**src/rtl/core/rlpg_pkg.sv**
```systemverilog
// Types, constants and helper functions of the power-good detector.
package rlpg_pkg;

    localparam int SAMPLE_W = 16;
    localparam int MAG_W    = 15;
    localparam int COEF_W   = 43;
    localparam int STATE_W  = 64;
    localparam int FRAC_W   = 40;
    localparam int THR_W    = 15;
    localparam int OPND_W   = 33;
    localparam int PROD_W   = COEF_W + OPND_W;
    localparam int ACC_W    = COEF_W + STATE_W;
    localparam int CFG_IDX_W = 3;

    localparam logic signed [COEF_W-1:0] B0_RESET  = 43'sd595484;
    localparam logic signed [COEF_W-1:0] B1_RESET  = 43'sd1190967;
    localparam logic signed [COEF_W-1:0] B2_RESET  = 43'sd595484;
    localparam logic signed [COEF_W-1:0] A1_RESET  = -43'sd2196733412361;
    localparam logic signed [COEF_W-1:0] A2_RESET  = 43'sd1097224166521;
    localparam logic [THR_W-1:0]         THR_RESET = 15'd320;

    localparam logic signed [STATE_W-1:0] S64_MAX = {1'b0, {(STATE_W-1){1'b1}}};
    localparam logic signed [STATE_W-1:0] S64_MIN = {1'b1, {(STATE_W-1){1'b0}}};

    typedef enum logic [CFG_IDX_W-1:0] {
        REG_B0  = 3'd0,
        REG_B1  = 3'd1,
        REG_B2  = 3'd2,
        REG_A1  = 3'd3,
        REG_A2  = 3'd4,
        REG_THR = 3'd5
    } rlpg_reg_t;

    typedef enum logic [2:0] {
        COEF_B0,
        COEF_B1,
        COEF_B2,
        COEF_A1,
        COEF_A2
    } rlpg_coef_t;

    typedef enum logic [1:0] {
        OPND_X,
        OPND_Y_LO,
        OPND_Y_HI
    } rlpg_opnd_t;

    typedef enum logic [3:0] {
        S_IDLE,
        S_B0,
        S_B1,
        S_B2,
        S_A1L,
        S_A1H,
        S_A2L,
        S_A2H,
        S_FB1,
        S_FB2,
        S_UPD2,
        S_OUT
    } rlpg_state_t;

    typedef struct packed {
        rlpg_coef_t coef_sel;
        rlpg_opnd_t opnd_sel;
        logic       load_in;
        logic       load_y;
        logic       load_t1;
        logic       load_t2;
        logic       acc_load;
        logic       acc_add;
        logic       fb_load;
        logic       upd_d1;
        logic       upd_d2;
        logic       res_load;
    } rlpg_cmd_t;

    // Saturates a 65-bit signed sum or difference to 64 bits.
    function automatic logic signed [STATE_W-1:0] sat65(input logic signed [STATE_W:0] v);
        logic signed [STATE_W-1:0] r;
        if (v[STATE_W] != v[STATE_W-1])
        begin
            r = v[STATE_W] ? S64_MIN : S64_MAX;
        end
        else
        begin
            r = v[STATE_W-1:0];
        end
        return r;
    endfunction

    // Absolute value of a sample; the most negative code maps to the largest positive one.
    function automatic logic [MAG_W-1:0] abs_sat(input logic signed [SAMPLE_W-1:0] v);
        logic [SAMPLE_W-1:0] n;
        logic [MAG_W-1:0]    r;
        n = -v;
        if (v == {1'b1, {(SAMPLE_W-1){1'b0}}})
        begin
            r = {MAG_W{1'b1}};
        end
        else if (v[SAMPLE_W-1])
        begin
            r = n[MAG_W-1:0];
        end
        else
        begin
            r = v[MAG_W-1:0];
        end
        return r;
    endfunction

endpackage

```
**src/rtl/core/rlpg_ctrl.sv**
```systemverilog
// Sequencer that steps the shared multiplier and the filter update for one beat.
module rlpg_ctrl
    import rlpg_pkg::*;
(
    input  logic      clk,
    input  logic      rst_n,
    input  logic      in_valid,
    output logic      in_ready,
    output logic      out_valid,
    input  logic      out_ready,
    output rlpg_cmd_t cmd
);

    rlpg_state_t state_reg;
    rlpg_state_t state_next;
    logic        out_valid_reg;
    logic        out_valid_next;

    always_ff @(posedge clk or negedge rst_n)
    begin
        if (!rst_n)
        begin
            state_reg     <= S_IDLE;
            out_valid_reg <= 1'b0;
        end
        else
        begin
            state_reg     <= state_next;
            out_valid_reg <= out_valid_next;
        end
    end

    always_comb
    begin
        state_next   = state_reg;
        cmd          = '0;
        cmd.coef_sel = COEF_B0;
        cmd.opnd_sel = OPND_X;
        in_ready     = 1'b0;
        unique case (state_reg)
            S_IDLE:
            begin
                in_ready    = 1'b1;
                cmd.load_in = in_valid;
                if (in_valid)
                begin
                    state_next = S_B0;
                end
            end
            S_B0:
            begin
                state_next = S_B1;
            end
            S_B1:
            begin
                cmd.coef_sel = COEF_B1;
                cmd.load_y   = 1'b1;
                state_next   = S_B2;
            end
            S_B2:
            begin
                cmd.coef_sel = COEF_B2;
                cmd.load_t1  = 1'b1;
                state_next   = S_A1L;
            end
            S_A1L:
            begin
                cmd.coef_sel = COEF_A1;
                cmd.opnd_sel = OPND_Y_LO;
                cmd.load_t2  = 1'b1;
                state_next   = S_A1H;
            end
            S_A1H:
            begin
                cmd.coef_sel = COEF_A1;
                cmd.opnd_sel = OPND_Y_HI;
                cmd.acc_load = 1'b1;
                state_next   = S_A2L;
            end
            S_A2L:
            begin
                cmd.coef_sel = COEF_A2;
                cmd.opnd_sel = OPND_Y_LO;
                cmd.acc_add  = 1'b1;
                state_next   = S_A2H;
            end
            S_A2H:
            begin
                cmd.coef_sel = COEF_A2;
                cmd.opnd_sel = OPND_Y_HI;
                cmd.fb_load  = 1'b1;
                cmd.acc_load = 1'b1;
                state_next   = S_FB1;
            end
            S_FB1:
            begin
                cmd.upd_d1  = 1'b1;
                cmd.acc_add = 1'b1;
                state_next  = S_FB2;
            end
            S_FB2:
            begin
                cmd.fb_load = 1'b1;
                state_next  = S_UPD2;
            end
            S_UPD2:
            begin
                cmd.upd_d2 = 1'b1;
                state_next = S_OUT;
            end
            S_OUT:
            begin
                if (!out_valid_reg || out_ready)
                begin
                    cmd.res_load = 1'b1;
                    state_next   = S_IDLE;
                end
            end
            default:
            begin
                state_next = S_IDLE;
            end
        endcase
    end

    always_comb
    begin
        out_valid_next = out_valid_reg;
        if (out_valid_reg && out_ready)
        begin
            out_valid_next = 1'b0;
        end
        if (cmd.res_load)
        begin
            out_valid_next = 1'b1;
        end
    end

    assign out_valid = out_valid_reg;

endmodule

```
**config.mk**
```make
export PLATFORM = sky130hd
export DESIGN_NAME = rlpg_ctrl
export DESIGN_NICKNAME = d
export VERILOG_FILES = /design/src/rtl/core/rlpg_pkg.sv /design/src/rtl/core/rlpg_ctrl.sv
export SDC_FILE = /design/constraint.sdc
export NUM_CORES = 1
export LEC_CHECK = 0
export ABC_CLOCK_PERIOD_IN_PS = 3000
export BUFFER_PORTS_ARGS = -buffer_cell sky130_fd_sc_hd__buf_2
export CAP_MARGIN = 20
export CELL_PAD_IN_SITES_DETAIL_PLACEMENT = 0
export CELL_PAD_IN_SITES_GLOBAL_PLACEMENT = 1
export CORE_AREA = 2 2 39 41
export DETAILED_ROUTE_END_ITERATION = 8
export DIE_AREA = 0 0 41 43
export GPL_ROUTABILITY_DRIVEN = 0
export PLACE_DENSITY = 0.74
export SLEW_MARGIN = 10
export SYNTH_ARGS = -nofsm -noshare
export SYNTH_HDL_FRONTEND = slang
export SYNTH_SLANG_ARGS = --single-unit
```
**constraint.sdc**
```tcl
create_clock -name clk -period 3 [get_ports clk]
set_clock_uncertainty 0.2 [all_clocks]
set_input_delay 0.6 -clock clk [delete_from_list [all_inputs] [get_ports clk]]
set_output_delay 0.6 -clock clk [all_outputs]
set_load 0.02 [all_outputs]
```
==> results of run 1 <==
[worst min path at each step]
stage,endpoint,depth (start not counted)
floorplan,out_valid,0
global placement,out_valid,1
detailed placement,state_reg[0],1
CTS,out_valid,2
global route,out_valid,3
finish,out_valid,2
[critical path: cells and delay by family, from the launching register on]
kind | cells | cell delay, ns
AND/OR/NAND/NOR | 2 | 0.32
buffers and inverters | 1 | 0.17
AO/OA/AOI/OAI | 1 | 0.27
flip-flops | 1 | 0.62
[logic make-up (layout without fill, tap and decap cells)]
kind of cell           Yosys count  after routing
AND/OR/NAND/NOR                 29             29
buffers and inverters            6             26
flip-flops                       5              5
AO/OA/AOI/OAI                   10             10
[area by class of cell]
| cell class | instances | area (um2) |
|---|---|---|
| Tap cell | 16 | 20.0 |
| Sequential cell | 5 | 125 |
| Inverter | 1 | 3.75 |
| Timing Repair Buffer | 21 | 110 |
| Multi-Input combinational cell | 39 | 213 |
| Fill cell | 159 | 885 |
| Clock buffer | 3 | 22.5 |
| Clock inverter | 1 | 5.00 |
[per-layer routing]
metal	global-route usage, %	share of wire, %	vias up
met5	0	0	-
met4	6.00	0.67	0
met3	5.24	10	2
met2	14.4	40	19
met1	18.3	49	167
li1	-	-	209
[repair_timing]
item	CTS	global route
hold endpoints to repair	5	0
hold buffers	1	0
buffers inserted	0	0
[synth_stat cells]
library cell / n / area share, %
or4_1: 1 / 2.0
o21bai_1: 1 / 2.0
nor2_1: 10 / 10
nor4_2: 1 / 3.4
buf_2: 4 / 5.4
o22a_1: 1 / 2.4
inv_1: 1 / 1.0
nand2b_1: 4 / 6.8
or2_1: 1 / 1.7
dfrtp_1: 5 / 34
o211ai_1: 1 / 2.0
o22ai_1: 1 / 1.7
o21a_1: 1 / 2.0
and2_1: 1 / 1.7
buf_4: 1 / 2.0
nand2_1: 4 / 4.1
nor2b_1: 1 / 1.7
nor3_1: 5 / 6.8
a211oi_1: 1 / 2.0
a21oi_1: 4 / 5.4
nand2_2: 1 / 1.7
[stage by stage]
step / utilization [%] / setup slack (ns) / hold slack, ns / total power, mW
final: 36.1 / 0.582 / 0.489 / 0.608
after global routing: 36.1 / 0.422 / 0.501 / 0.667
after CTS: 36.1 / 0.599 / 0.486 / 0.614
after detailed placement: 33.4 / 0.872 / 0.217 / 0.530
after global placement: 33.4 / 0.848 / 0.216 / 0.529
after floorplan: - / 0.816 / 0.104 / 0.436
[report_power, final]
part,switching [mW],internal [mW],total (mW),leakage [nW]
Sequential,0.0802,0.0937,0.174,0.0625
Combinational,0.223,0.133,0.356,0.180
Clock,0.0296,0.0483,0.0779,0.0177
==> run_results.csv, run 1 <==
group,metric,value,unit
logic_synthesis,yosys_warnings,0,
logic_synthesis,yosys.area_share.adder,0,%
timing,finalSetupViolCount,0,
power,p_per_area,1220,mW/mm2
placement,numPortBuffers,20,
critical_path,crit_path_start,"state_reg[3]",
detailed_routing,vias_per_cell,4.62,
clock_network,cts-resized-gates,0,
clock_network,clock_sinks,5,
logic_synthesis,synth_compound_area_share,17.6,%
timing,finalCritPeriodShare,80.6,%
critical_path,path_max_fanout,15,
timing,rsz0062_at_grt,"no",
floorplanning,dieArea,0.00176,mm2
grt,grt_usage,12.2,%
final_layout,layoutNonFillerInstCount,86,
placement,dp_cells,81,
grt,grt_pass1_vias,341,
detailed_routing,drtIter0Drc,12,
logic_synthesis,syn_nets,54,
logic_synthesis,synth_cells,50,
hold_path,hold_path_class,"input pin to async pin",
detailed_routing,drc_errors,0,
timing,timing.final.hold_violations,0,
clock_network,root_buffer,"clkbuf_4",
critical_path,rr_worst_depth,3,
floorplanning,rows,14,
power,power_leakage,0.261,nW
logic_synthesis,synthDistinctLibCells,21,
critical_path,r2r_slack,1.38,ns
logic_synthesis,synth_area_per_cell,7.38,um2
power,ir_drop,0.485,mV
floorplanning,initial_utilization,26.7,%
logic_synthesis,synth-seq-cells,5,
detailed_routing,route.vias.total,397,
critical_path,critPathSlowestCell,"dfrtp_1",
logic_synthesis,yosys.area_share.simple,40.0,%
timing,fin_crit,2.42,ns
timing,relSlewSlack,69.7,%
clock_network,clkTransAtPathRegs,0.05,ns
clock_network,cts_tree,"built",
logic_synthesis,synthMuxAreaShare,0,%
final_layout,fin_area,499,um2
clock_network,cts_made_buffers,3,
grt,grt_pass1_wl,1470,um
detailed_routing,dr.pass1.iters,4,
job,cap_violations,0,
timing,fmax,414,MHz
critical_path,r2r-end,"state_reg[0]",
final_layout,layout_commonest_cell,"buf_2",
critical_path,crit_end,"cmd[4]",
clock_network,htree_num_levels,1,
critical_path,slowest_delay,0.62,ns
final_layout,most-common-layout-cells,"buf_2, nor2_1, nor3_1, dfrtp_1",
final_layout,diodes,0,
logic_synthesis,synth_top_family_by_area,"simple AND/OR/NAND/NOR gates",
timing,fin_tns_setup,0,ns
grt,grt_antenna_before_repair,0,
timing,worst_slew_pin_slew,0.455,ns
critical_path,crit_path_end_kind,"output pin",
grt,grt_max_degree,16,
timing,slew_viol_final,0,
floorplanning,coreArea,0.00138,mm2
floorplanning,ioPinCount,21,
final_layout,largest_reg_flops,4,
logic_synthesis,seq_area_frac_synth,33.9,%
critical_path,required,2.20,ns
logic_synthesis,syn-cell-area,369,um2
grt,overflow,0,
critical_path,reg2reg_from,"state_reg[3]",
detailed_routing,routedWlPerCell,10.4,um
critical_path,crit_type,"register to output pin",
floorplanning,die_w,41,um
clock_network,clkLatencyLatePin,0.25,ns
critical_path,worstSetupStartpointType,"register",
placement,dp_hpwl,626,um
final_layout,drive_above_1_share,37.1,%
final_layout,nNetsFinal,75,
final_layout,layout-area-overhead-vs-synth,35.3,%
placement,postPlaceCellArea,462,um2
floorplanning,die_h,43,um
critical_path,crit_chain,"nand2b_1 -> o22a_1 -> nor2_1 -> buf_2",
critical_path,cp.arrival,1.62,ns
clock_network,cts.path.max_buffers,2,
status,outcome,"complete, no violations",
detailed_routing,ant_nets,0,
detailed_routing,wirelength,895,um
logic_synthesis,synthXorXnorAreaFrac,0,%
(Power assumes the default switching activity.)
==> run 2: changes to the inputs <==
--- a/config.mk
+++ b/config.mk
@@ -5,16 +5,15 @@
 export SDC_FILE = /design/constraint.sdc
 export NUM_CORES = 1
 export LEC_CHECK = 0
-export ABC_CLOCK_PERIOD_IN_PS = 3000
+export ABC_CLOCK_PERIOD_IN_PS = 2500
 export BUFFER_PORTS_ARGS = -buffer_cell sky130_fd_sc_hd__buf_2
 export CAP_MARGIN = 20
 export CELL_PAD_IN_SITES_DETAIL_PLACEMENT = 0
 export CELL_PAD_IN_SITES_GLOBAL_PLACEMENT = 1
-export CORE_AREA = 2 2 39 41
+export CORE_UTILIZATION = 27
 export DETAILED_ROUTE_END_ITERATION = 8
-export DIE_AREA = 0 0 41 43
 export GPL_ROUTABILITY_DRIVEN = 0
-export PLACE_DENSITY = 0.74
+export PLACE_DENSITY = 0.73
 export SLEW_MARGIN = 10
 export SYNTH_ARGS = -nofsm -noshare
 export SYNTH_HDL_FRONTEND = slang
==> constraint.sdc (replaced) <==
create_clock -name clk -period 2.5 [get_ports clk]
set_clock_uncertainty 0.2 [all_clocks]
set_input_delay 0.5 -clock clk [delete_from_list [all_inputs] [get_ports clk]]
set_output_delay 0.5 -clock clk [all_outputs]
set_load 0.02 [all_outputs]
==> run 2 against run 1 <==
Effect of this change:
- critical path depth unchanged
- worst hold slack worse by 0.096 ns
- worst setup slack worse by 0.35 ns
- design area down 0.75%
- wire length down 8.6%
- die area down 14%
- largest power group unchanged
- via count down 1.5%
- first-iteration DRC count down 17%
- clock power up 14%
- final cell count down 2.3%
==> run_results.csv, run 2 (synthesis gave the netlist of run 1 again) <==
group,metric,value,unit
detailed_routing,wirelength,818,um
detailed_routing,routedWlPerCell,9.74,um
floorplanning,ioPinCount,21,
clock_network,cts_made_buffers,3,
critical_path,path_delay_family,"flip-flops",
timing,rsz0062_at_grt,"no",
timing,fmax,442,MHz
clock_network,postCtsSetupRepairBufs,0,
timing,slew_viol_final,0,
clock_network,root_buffer,"clkbuf_4",
clock_network,clock_sinks,5,
hold_path,hold_path_class,"input pin to register",
power,power_leakage,0.258,nW
floorplanning,die_h,39.0,um
final_layout,nNetsFinal,75,
final_layout,layout_commonest_cell,"buf_2",
final_layout,drive_above_1_share,35.7,%
floorplanning,dieArea,0.00152,mm2
timing,finalCritPeriodShare,90.5,%
grt,grt_usage,12.5,%
grt,grt_pass1_vias,294,
final_layout,layout-area-overhead-vs-synth,34.2,%
detailed_routing,dr.pass1.iters,4,
placement,numPortBuffers,20,
grt,grt_antenna_before_repair,0,
critical_path,critPathSlowestCell,"dfrtp_1",
floorplanning,rows,12,
power,p_per_area,1450,mW/mm2
detailed_routing,route.vias.total,391,
critical_path,cp.arrival,1.56,ns
clock_network,cts_tree,"built",
timing,timing.final.hold_violations,0,
final_layout,layoutNonFillerInstCount,84,
timing,fin_crit,2.26,ns
clock_network,clkTransAtPathRegs,0.04,ns
critical_path,slowest_delay,0.59,ns
timing,fin_tns_setup,0,ns
critical_path,path_buf_inv,1,
detailed_routing,drc_errors,0,
critical_path,crit_type,"register to output pin",
placement,dp_hpwl,608,um
critical_path,worstSetupStartpointType,"register",
clock_network,cts-resized-gates,0,
placement,postPlaceCellArea,459,um2
final_layout,largest_reg_flops,4,
clock_network,clkLatencyLatePin,0.23,ns
floorplanning,die_w,39.0,um
timing,relSlewSlack,71.7,%
timing,worst_slew_pin_slew,0.424,ns
final_layout,diodes,0,
floorplanning,initial_utilization,31.1,%
grt,grt_pass1_wl,1290,um
critical_path,crit_chain,"nand2b_1 -> o22a_1 -> nor2_1 -> buf_2",
grt,overflow,0,
detailed_routing,vias_per_cell,4.65,
power,ir_drop,0.548,mV
critical_path,required,1.80,ns
status,outcome,"complete, no violations",
job,cap_violations,0,
critical_path,crit_path_end_kind,"output pin",
clock_network,cts.path.max_buffers,2,
floorplanning,coreArea,0.00119,mm2
timing,finalSetupViolCount,0,
final_layout,most-common-layout-cells,"buf_2, nor2_1, nor3_1, dfrtp_1",
clock_network,htree_num_levels,1,
detailed_routing,ant_nets,0,
critical_path,path_max_fanout,15,
placement,dp_cells,79,
final_layout,fin_area,495,um2
detailed_routing,drtIter0Drc,10,
grt,grt_max_degree,16,
## run 2: cell types whose count changed in the layout (fill, tap and decap cells not counted), sizes merged
cell | before | now
clkinv | 1 | 0
clkbuf | 3 | 4
## run 2: power by group
group / switching, mW / internal, mW
Sequential: 0.0949 / 0.113
Clock: 0.0287 / 0.0601
Combinational: 0.263 / 0.159
## run 2: worst paths after layout
| check | from | end | slack [ns] | cells after the start |
|---|---|---|---|---|
| worst min register to register | state_reg[0] | state_reg[0] | 0.49 | 1 |
| worst min-delay path | out_ready | state_reg[0] | 0.39 | 4 |
| worst max-delay path | state_reg[3] | cmd[4] | 0.24 | 4 |
| worst max register to register | state_reg[3] | state_reg[0] | 0.91 | 3 |
| max in group asynchronous | rst_n | state_reg[1] | 1.57 | 2 |
| min in group asynchronous | rst_n | out_valid | 0.40 | 2 |
## run 2: metal layers
metal / track usage, % / up-vias / wire (um)
li1: - / 210 / -
met1: 20.2 / 166 / 447
met2: 15.8 / 15 / 323
met3: 0 / 0 / 48
met4: 7.76 / 0 / 0
met5: 0 / - / 0
## run 2: what timing repair did
action,in CTS,in global routing
hold buffers,1,0
endpoints found under the setup margin,0,0
hold endpoints to repair,5,0
## run 2: final cells by class
class	instances	area, um2
fillers	132	691
multi-input cells	39	213
flip-flops and latches	5	125
repair buffers	21	110
clock buffers	4	26.3
well taps	14	17.5
inverters	1	3.75
## run 2: worst register-to-register path: stages (launching register included)
cell and delay (ns):
dfrtp_1 0.52, or4_1 0.57, o211ai_1 0.10, a21oi_1 0.06
## run 2: per-stage QoR
step	total power [mW]	util, %	hold WS (ns)	worst slack [ns]
6_report	0.719	41.8	0.393	0.236
5_1_grt	0.789	41.8	0.426	0.0967
4_1_cts	0.730	41.8	0.393	0.226
3_5_place_dp	0.633	38.7	0.114	0.494
3_3_place_gp	0.635	38.7	0.116	0.502
2_1_floorplan	0.523	-	0.00441	0.416
